$ cat config.mk
export PLATFORM = sky130hd
export DESIGN_NAME = pwm_timer_channel_allocator_top
export DESIGN_NICKNAME = d
export VERILOG_FILES = /design/src/sv/ptca_pkg.sv /design/src/sv/pwm_timer_channel_allocator_top.sv /design/src/sv/ptca_timer_regs.sv /design/src/sv/ptca_seq.sv
export SDC_FILE = /design/constraint.sdc
export NUM_CORES = 1
export LEC_CHECK = 0
export BUFFER_PORTS_ARGS = -buffer_cell sky130_fd_sc_hd__buf_4
export CAP_MARGIN = 20
export CORE_AREA = 2 2 255 257
export DETAILED_ROUTE_END_ITERATION = 10
export DIE_AREA = 0 0 257 259
export HOLD_SLACK_MARGIN = 0.03
export PLACE_DENSITY = 0.76
export SYNTH_ARGS = -nofsm -noshare
export SYNTH_HDL_FRONTEND = slang
export SYNTH_HIERARCHICAL = 1
export SYNTH_SLANG_ARGS = --single-unit
$ cat constraint.sdc
create_clock -name clock -period 9.2 [get_ports clock]
set_input_delay 0.46 -clock clock [delete_from_list [all_inputs] [get_ports clock]]
set_output_delay 0.46 -clock clock [all_outputs]
set_load 0.03 [all_outputs]
$ cat src/sv/ptca_pkg.sv
// Shared types, codes and channel-to-timer tables of the PWM timer channel allocator.
// No dependencies; imported by pwm_timer_channel_allocator_top, ptca_seq and ptca_timer_regs.
`default_nettype none

package ptca_pkg;

   localparam int NUM_CHANNELS = 28;
   localparam int NUM_TIMERS   = 10;
   localparam int CH_W         = 5;
   localparam int SLOT_W       = 4;
   localparam int PERIOD_W     = 32;

   typedef enum logic [1:0] {
      OP_ACQUIRE = 2'd0,
      OP_RELEASE = 2'd1,
      OP_SET     = 2'd2,
      OP_GET     = 2'd3
   } op_type;

   typedef enum logic [1:0] {
      ST_OK     = 2'd0,
      ST_NO_FIT = 2'd1,
      ST_SHARED = 2'd2
   } status_type;

   typedef struct packed {
      status_type           status;
      logic [CH_W-1:0]      granted;
      logic [3:0]           timer_num;
      logic [2:0]           chan_in_timer;
      logic [PERIOD_W-1:0]  period;
   } ptca_result_type;

   typedef struct packed {
      logic [SLOT_W-1:0]    slot;
      logic                 set_on;
      logic                 clr_on;
      logic                 set_period;
      logic [PERIOD_W-1:0]  period;
   } ptca_twrite_type;

   typedef struct packed {
      logic                 on;
      logic [PERIOD_W-1:0]  period;
      logic                 eq;
   } ptca_tread_type;

   // Channels 0..15 sit four to a timer, channels 16..27 two to a timer.
   function automatic logic [SLOT_W-1:0] slot_of(input logic [CH_W-1:0] ch);
      if (!ch[4]) begin
         return {2'b00, ch[3:2]};
      end
      return SLOT_W'(4) + {1'b0, ch[3:1]};
   endfunction

   function automatic logic [2:0] output_of(input logic [CH_W-1:0] ch);
      if (!ch[4]) begin
         return {1'b0, ch[1:0]} + 3'd1;
      end
      return {2'b00, ch[0]} + 3'd1;
   endfunction

   function automatic logic [NUM_CHANNELS-1:0] slot_mask(input logic [SLOT_W-1:0] slot);
      logic [NUM_CHANNELS-1:0] m;
      case (slot)
         4'd0:    m = 28'h000000F;
         4'd1:    m = 28'h00000F0;
         4'd2:    m = 28'h0000F00;
         4'd3:    m = 28'h000F000;
         4'd4:    m = 28'h0030000;
         4'd5:    m = 28'h00C0000;
         4'd6:    m = 28'h0300000;
         4'd7:    m = 28'h0C00000;
         4'd8:    m = 28'h3000000;
         4'd9:    m = 28'hC000000;
         default: m = '0;
      endcase
      return m;
   endfunction

   function automatic logic [3:0] hw_timer_num(input logic [SLOT_W-1:0] slot);
      logic [3:0] n;
      case (slot)
         4'd0:    n = 4'd1;
         4'd1:    n = 4'd3;
         4'd2:    n = 4'd4;
         4'd3:    n = 4'd8;
         4'd4:    n = 4'd9;
         4'd5:    n = 4'd10;
         4'd6:    n = 4'd11;
         4'd7:    n = 4'd12;
         4'd8:    n = 4'd13;
         4'd9:    n = 4'd14;
         default: n = 4'd0;
      endcase
      return n;
   endfunction

endpackage

`default_nettype wire

$ cat src/sv/pwm_timer_channel_allocator_top.sv
// PWM timer channel allocator.
// The req channel carries one request per transfer: acquire, release, set period or get
// period. The rsp channel returns exactly one result per request, in request order.
// An acquire scans the allowed free channels one per cycle from channel 0, comparing the
// period of each candidate's timer on a single shared comparator. An acquire passes through
// S_SCAN until it takes a channel or has tried channel 27, then S_FINISH; release, set and
// get pass through S_EXEC and S_FINISH. The result enters the output register at the edge
// that ends S_FINISH, and req_tready rises again in the same cycle, so the block takes a new
// request only once the result of the last one is in the output register.
// Synchronous reset marks all channels free, switches all timers off and clears their
// periods; req_tready is high in the first cycle after reset.
// When the receiver stalls, one finished result waits in the output register while the
// next request is accepted and worked on; that request then holds in its last step
// until the output register frees up.
// Depends on ptca_pkg, ptca_seq and ptca_timer_regs.
`default_nettype none

module pwm_timer_channel_allocator_top
   import ptca_pkg::*;
(
   input  wire logic        clock,
   input  wire logic        reset,
   input  wire logic        req_tvalid,
   output logic             req_tready,
   // op[1:0], allowed_mask[29:2], period_us[61:30], channel_index[66:62], zero pad
   input  wire logic [71:0] req_tdata,
   output logic             rsp_tvalid,
   input  wire logic        rsp_tready,
   // status[1:0], granted_channel[6:2], timer_number[10:7], channel_in_timer[13:11],
   // period_out[45:14], zero pad
   output logic [47:0]      rsp_tdata
);

   logic [SLOT_W-1:0]   rd_slot;
   logic [PERIOD_W-1:0] cmp_val;
   ptca_tread_type      tread;
   ptca_twrite_type     twr;
   ptca_result_type     result;
   logic                push;
   logic                slot_free;

   logic                rsp_valid_ff, rsp_valid_in;
   ptca_result_type     rsp_data_ff, rsp_data_in;

   assign slot_free = !rsp_valid_ff || rsp_tready;

   ptca_seq u_seq (
      .clock      (clock),
      .reset      (reset),
      .req_valid  (req_tvalid),
      .req_ready  (req_tready),
      .req_op     (op_type'(req_tdata[1:0])),
      .req_mask   (req_tdata[29:2]),
      .req_period (req_tdata[61:30]),
      .req_index  (req_tdata[66:62]),
      .rd_slot    (rd_slot),
      .cmp_val    (cmp_val),
      .tread      (tread),
      .twr        (twr),
      .result     (result),
      .push       (push),
      .slot_free  (slot_free)
   );

   ptca_timer_regs u_timer_regs (
      .clock   (clock),
      .reset   (reset),
      .rd_slot (rd_slot),
      .cmp_val (cmp_val),
      .twr     (twr),
      .tread   (tread)
   );

   always_comb begin
      rsp_valid_in = rsp_valid_ff;
      rsp_data_in  = rsp_data_ff;
      if (push) begin
         rsp_valid_in = 1'b1;
         rsp_data_in  = result;
      end else if (rsp_tready) begin
         rsp_valid_in = 1'b0;
      end
   end

   always_ff @(posedge clock) begin
      if (reset) begin
         rsp_valid_ff <= 1'b0;
      end else begin
         rsp_valid_ff <= rsp_valid_in;
      end
   end

   always_ff @(posedge clock) begin
      rsp_data_ff <= rsp_data_in;
   end

   assign rsp_tvalid = rsp_valid_ff;
   assign rsp_tdata  = {2'b00,
                        rsp_data_ff.period,
                        rsp_data_ff.chan_in_timer,
                        rsp_data_ff.timer_num,
                        rsp_data_ff.granted,
                        rsp_data_ff.status};

endmodule

`default_nettype wire

$ cat src/sv/ptca_timer_regs.sv
// Per-timer on flags and periods with the shared period comparator.
// Depends on ptca_pkg.
`default_nettype none

module ptca_timer_regs
   import ptca_pkg::*;
(
   input  wire logic                 clock,
   input  wire logic                 reset,
   input  wire logic [SLOT_W-1:0]    rd_slot,
   input  wire logic [PERIOD_W-1:0]  cmp_val,
   input  wire ptca_twrite_type      twr,
   output ptca_tread_type            tread
);

   logic                on_ff     [NUM_TIMERS];
   logic [PERIOD_W-1:0] period_ff [NUM_TIMERS];

   always_ff @(posedge clock) begin
      if (reset) begin
         for (int t = 0; t < NUM_TIMERS; t++) begin
            on_ff[t]     <= 1'b0;
            period_ff[t] <= '0;
         end
      end else begin
         if (twr.set_on) begin
            on_ff[twr.slot] <= 1'b1;
         end else if (twr.clr_on) begin
            on_ff[twr.slot] <= 1'b0;
         end
         if (twr.set_period) begin
            period_ff[twr.slot] <= twr.period;
         end
      end
   end

   always_comb begin
      tread.on     = on_ff[rd_slot];
      tread.period = period_ff[rd_slot];
      tread.eq     = (period_ff[rd_slot] == cmp_val);
   end

endmodule

`default_nettype wire

$ cat src/sv/ptca_seq.sv
// Request sequencer of the PWM timer channel allocator: free map, channel scan and updates.
// Depends on ptca_pkg; drives ptca_timer_regs.
`default_nettype none

module ptca_seq
   import ptca_pkg::*;
(
   input  wire logic                     clock,
   input  wire logic                     reset,
   input  wire logic                     req_valid,
   output logic                          req_ready,
   input  wire op_type                   req_op,
   input  wire logic [NUM_CHANNELS-1:0]  req_mask,
   input  wire logic [PERIOD_W-1:0]      req_period,
   input  wire logic [CH_W-1:0]          req_index,
   output logic [SLOT_W-1:0]             rd_slot,
   output logic [PERIOD_W-1:0]           cmp_val,
   input  wire ptca_tread_type           tread,
   output ptca_twrite_type               twr,
   output ptca_result_type               result,
   output logic                          push,
   input  wire logic                     slot_free
);

   typedef enum logic [3:0] {
      S_IDLE   = 4'b0001,
      S_SCAN   = 4'b0010,
      S_EXEC   = 4'b0100,
      S_FINISH = 4'b1000
   } state_type;

   state_type               state_ff, state_in;
   logic [CH_W-1:0]         cnt_ff, cnt_in;
   op_type                  op_ff, op_in;
   logic [NUM_CHANNELS-1:0] avail_ff, avail_in;
   logic [PERIOD_W-1:0]     period_ff, period_in;
   logic [CH_W-1:0]         idx_ff, idx_in;
   logic [NUM_CHANNELS-1:0] free_ff, free_in;
   ptca_result_type         result_ff, result_in;

   logic                    idx_valid;
   logic [NUM_CHANNELS-1:0] bit_v;
   logic [NUM_CHANNELS-1:0] all_v;

   assign req_ready = (state_ff == S_IDLE);
   assign idx_valid = (idx_ff < CH_W'(NUM_CHANNELS));
   assign bit_v     = NUM_CHANNELS'(1) << idx_ff;
   assign all_v     = slot_mask(rd_slot);
   assign cmp_val   = period_ff;
   assign result    = result_ff;

   always_comb begin
      if (state_ff == S_SCAN) begin
         rd_slot = slot_of(cnt_ff);
      end else if (idx_valid) begin
         rd_slot = slot_of(idx_ff);
      end else begin
         rd_slot = '0;
      end
   end

   always_comb begin
      state_in       = state_ff;
      cnt_in         = cnt_ff;
      op_in          = op_ff;
      avail_in       = avail_ff;
      period_in      = period_ff;
      idx_in         = idx_ff;
      free_in        = free_ff;
      result_in      = result_ff;
      push           = 1'b0;
      twr.slot       = rd_slot;
      twr.set_on     = 1'b0;
      twr.clr_on     = 1'b0;
      twr.set_period = 1'b0;
      twr.period     = period_ff;

      unique case (state_ff)
         S_IDLE: begin
            if (req_valid) begin
               op_in     = req_op;
               avail_in  = req_mask & free_ff;
               period_in = req_period;
               idx_in    = req_index;
               cnt_in    = '0;
               state_in  = (req_op == OP_ACQUIRE) ? S_SCAN : S_EXEC;
            end
         end
         S_SCAN: begin
            if (avail_ff[cnt_ff] && (!tread.on || tread.eq)) begin
               free_in = free_ff & ~(NUM_CHANNELS'(1) << cnt_ff);
               if (!tread.on) begin
                  twr.set_on     = 1'b1;
                  twr.set_period = 1'b1;
               end
               result_in.status        = ST_OK;
               result_in.granted       = cnt_ff;
               result_in.timer_num     = hw_timer_num(rd_slot);
               result_in.chan_in_timer = output_of(cnt_ff);
               result_in.period        = period_ff;
               state_in                = S_FINISH;
            end else if (cnt_ff == CH_W'(NUM_CHANNELS - 1)) begin
               result_in.status        = ST_NO_FIT;
               result_in.granted       = idx_ff;
               result_in.timer_num     = '0;
               result_in.chan_in_timer = '0;
               result_in.period        = '0;
               state_in                = S_FINISH;
            end else begin
               cnt_in = cnt_ff + CH_W'(1);
            end
         end
         S_EXEC: begin
            result_in.status        = ST_NO_FIT;
            result_in.granted       = idx_ff;
            result_in.timer_num     = '0;
            result_in.chan_in_timer = '0;
            result_in.period        = '0;
            if (idx_valid) begin
               result_in.status = ST_OK;
               result_in.period = tread.period;
               case (op_ff)
                  OP_RELEASE: begin
                     free_in = free_ff | bit_v;
                     if (((free_ff | bit_v) & all_v) == all_v) begin
                        twr.clr_on = 1'b1;
                     end
                  end
                  OP_SET: begin
                     if ((free_ff & all_v) == (all_v & ~bit_v)) begin
                        twr.set_period   = 1'b1;
                        result_in.period = period_ff;
                     end else begin
                        result_in.status = ST_SHARED;
                     end
                  end
                  default: begin
                  end
               endcase
               if (result_in.status == ST_OK) begin
                  result_in.timer_num     = hw_timer_num(rd_slot);
                  result_in.chan_in_timer = output_of(idx_ff);
               end
            end
            state_in = S_FINISH;
         end
         S_FINISH: begin
            if (slot_free) begin
               push     = 1'b1;
               state_in = S_IDLE;
            end
         end
         default: begin
            state_in = S_IDLE;
         end
      endcase
   end

   always_ff @(posedge clock) begin
      if (reset) begin
         state_ff <= S_IDLE;
         free_ff  <= '1;
      end else begin
         state_ff <= state_in;
         free_ff  <= free_in;
      end
   end

   always_ff @(posedge clock) begin
      cnt_ff    <= cnt_in;
      op_ff     <= op_in;
      avail_ff  <= avail_in;
      period_ff <= period_in;
      idx_ff    <= idx_in;
      result_ff <= result_in;
   end

endmodule

`default_nettype wire

==> qor.yml <==
cts_buffer_depth: 3
placementRows: 93
num_vias: 20400
h-tree-depth: 3
fin_nets: 2375
ys_ff_latch: 725
async_reset_ff_frac: 0
synthCells: 2161
tns_ns: 0
wl_per_cell_um: 27.3
fin_ws_ns: 0.896
min_to: "u_seq/cmp_val[25]$_DFFE_PP_"
reg2reg_depth: 18
synth_top_area_cell: "edfxtp_1"
gp_congestion: 0.906
post-place-ws_ns: 1.27
insertedDiodeCount: 0
r2r_end: "u_timer_regs/period_ff[14][21]$_DFFE_PP_"
ir_worst_vdd_mv: 0.166
cp_data_required_time_ns: 9.44
finClkSkew_ns: 0.0314
drive_above_1_share: 0.190
worstSetupStartpoint: "u_seq/state_ff[3]$_SDFFE_PP0P_"
ys_seq_area_frac: 0.675
antenna_found_initial: 1
finalCritPeriodShare: 0.903
start_util: 0.497
fin_crit_ns: 8.30
critPathArrivalTime_ns: 8.54
clock_sinks: 725
max_clock_freq_mhz: 120
fill_cells: 4799
first_global_vias: 19700
die_y_um: 259
reg2reg_from: "u_seq/state_ff[3]$_SDFFE_PP0P_"
synth_edf_count: 692
placement.io_buffers: 118
synth_area_leaders: "edfxtp_1 (65%), mux4_2 (8.2%), nor2_1 (4.6%)"
worst-path-max-fanout: 32
grt_pass1_wl_um: 127000
crit_path_start_kind: "flop"
r2r_slack_ns: 0.90
die-area_um2: 66600
hp-class: "in -> reg"
drtIter0Drc: 2831
cts_root_buf: "clkbuf_16"
pin_count: 126
via_per_inst: 6.39
clk_pin_slew_ns: 0.06
slew_headroom: 0.241
avgSynthCellArea_um2: 14.7
synth_warnings: 6
cts_resized: 0
crit_path_end_kind: "flop"
ant_nets: 0
grt-ovfl-total: 0
drt_drc_violations_left: 0
die_x_um: 257
hold_depth: 1
wl_um: 87200
coreArea_um2: 63900
final_cell_mix: "edfxtp_1 (692), nor2_1 (390), buf_4 (162)"
dp_hpwl_um: 52800
worst_pin_slew_ns: 1.14
final_common_cell: "edfxtp_1"
clock_latency_ns: 0.63
status: "finished clean"
synthFlopType: "edfxtp_1"
area_growth_pct: 14.1
cts_buffers: 76
drt-pass1-iter-count: 6
synth_area_um2: 31700
hp-start: "req_tdata[55]"
power_mw: 8.93
leakagePower_nw: 12.7
synth_cell_type_count: 95
slew_violations: 0
cellPowerDensity_nw_per_um2: 247
yosysTopAreaCellShare: 0.655
crit_type: "reg -> reg"
track_usage: 0.260
cts_tree: "yes"
hold_viol_final: 0
grt_max_degree: 80
cap_violations: 0
grt_setup_unrepaired: "no"
setup-violations-final: 0
## power breakdown
part | total [mW] | internal, mW | switching, mW
Combinational | 1.93 | 0.735 | 1.19
Clock | 3.04 | 1.79 | 1.25
Sequential | 3.96 | 3.82 | 0.142
Total | 8.93 | 6.35 | 2.58
## sequential cells by signal, summed over array words and instances, names as in the netlist
signal,count
u_timer_regs/period_ff,512
u_seq/free_ff,28
u_seq/cnt_ff,5
u_seq/avail_ff,28
u_timer_regs/on_ff,16
u_seq/op_ff,2
rsp_tdata,46
u_seq/idx_ff,5
rsp_tvalid,1
u_seq/state_ff,4
u_seq/cmp_val,32
u_seq/result,46
## worst max path at each step
stage,depth (start not counted),endpoint
2_1_floorplan,20,u_seq/result[0]$_DFFE_PP_
3_3_place_gp,18,u_timer_regs/period_ff[14][1]$_DFFE_PP_
3_5_place_dp,18,u_timer_regs/period_ff[13][24]$_DFFE_PP_
4_1_cts,20,u_timer_regs/period_ff[13][22]$_DFFE_PP_
5_1_grt,21,u_timer_regs/period_ff[14][17]$_DFFE_PP_
6_report,18,u_timer_regs/period_ff[14][21]$_DFFE_PP_
## cells by family after synthesis
logic type | after synthesis | share of synthesized area
flip-flops | 725 | 0.675
AND/OR/NAND/NOR | 700 | 0.102
AO/OA/AOI/OAI | 273 | 0.0622
buffers and inverters | 226 | 0.0384
multiplexers | 208 | 0.113
adder cells (fa/ha/maj) | 14 | 0.00552
XOR/XNOR | 14 | 0.00386
other | 1 | 0.000118
## synthesized netlist by cell type, types with 5 or more instances
master,count
buf_6,10
a21oi_1,34
nor2b_1,21
o21ai_0,20
inv_1,60
mux2i_1,82
dfxtp_1,33
edfxtp_1,692
o22ai_1,22
nor4bb_1,8
a22o_1,38
nand2_1,92
buf_4,46
buf_1,8
a211oi_1,13
nand2b_1,25
nor3_1,46
ha_1,14
and2_1,35
buf_2,34
o32ai_1,6
nor2_1,393
mux4_2,115
xnor2_1,7
mux2_2,7
a31oi_1,28
xor2_1,7
nor3b_1,8
a221oi_1,5
o21ai_1,5
nand3_1,20
nand4_1,10
a22oi_1,43
nor4b_1,6
clkbuf_1,59
a21o_1,12
## critical path: stages, from the launching register on
cell     delay [ns]
dfxtp_1        0.39
or4b_1         0.85
nor2_1         0.20
a21oi_1        0.09
inv_2          0.65
nand2_1        0.91
o21ai_0        0.80
or4_1          0.22
nand4_1        0.07
or4_1          0.62
nor4_2         0.45
nor2b_1        0.20
or3_4          0.46
o22ai_1        0.30
nor2b_4        0.22
buf_4          0.30
nand3_1        0.35
nor2_4         0.20
buf_4          0.61
## area by class of cell
type                    count  area, um2  share of cell area
clock inverters            42        489              0.0135
inverters                  62        244             0.00674
well taps                 855       1070              0.0295
multi-input cells        1211       9180               0.253
flip-flops and latches    725      21400               0.592
repair buffers            209       1800              0.0498
clock buffers              91       1980              0.0547
## per-stage QoR
stage	util	cell area (um2)	hold WS (ns)	cells
floorplan	-	31700	0.400	2162
global placement	0.522	33300	0.402	3025
detailed placement	0.522	33300	0.405	3025
CTS	0.566	36200	0.0349	3194
global route	0.567	36200	0.0424	3195
finish	0.567	36200	0.0607	3195
## per-layer routing
layer  up-vias  global-route usage  wire [um]
met4         0               0.121       4160
li1       8468                   -          -
met5         -                   0          0
met1     10100               0.339      31300
met3       304              0.0736      11900
met2      1534               0.408      39900
## timing repair
action / CTS / global route
buffers inserted: 0 / 0
hold buffers: 36 / 0
endpoints found under the hold margin: 36 / 0
Power figures use the tool's default switching activity.
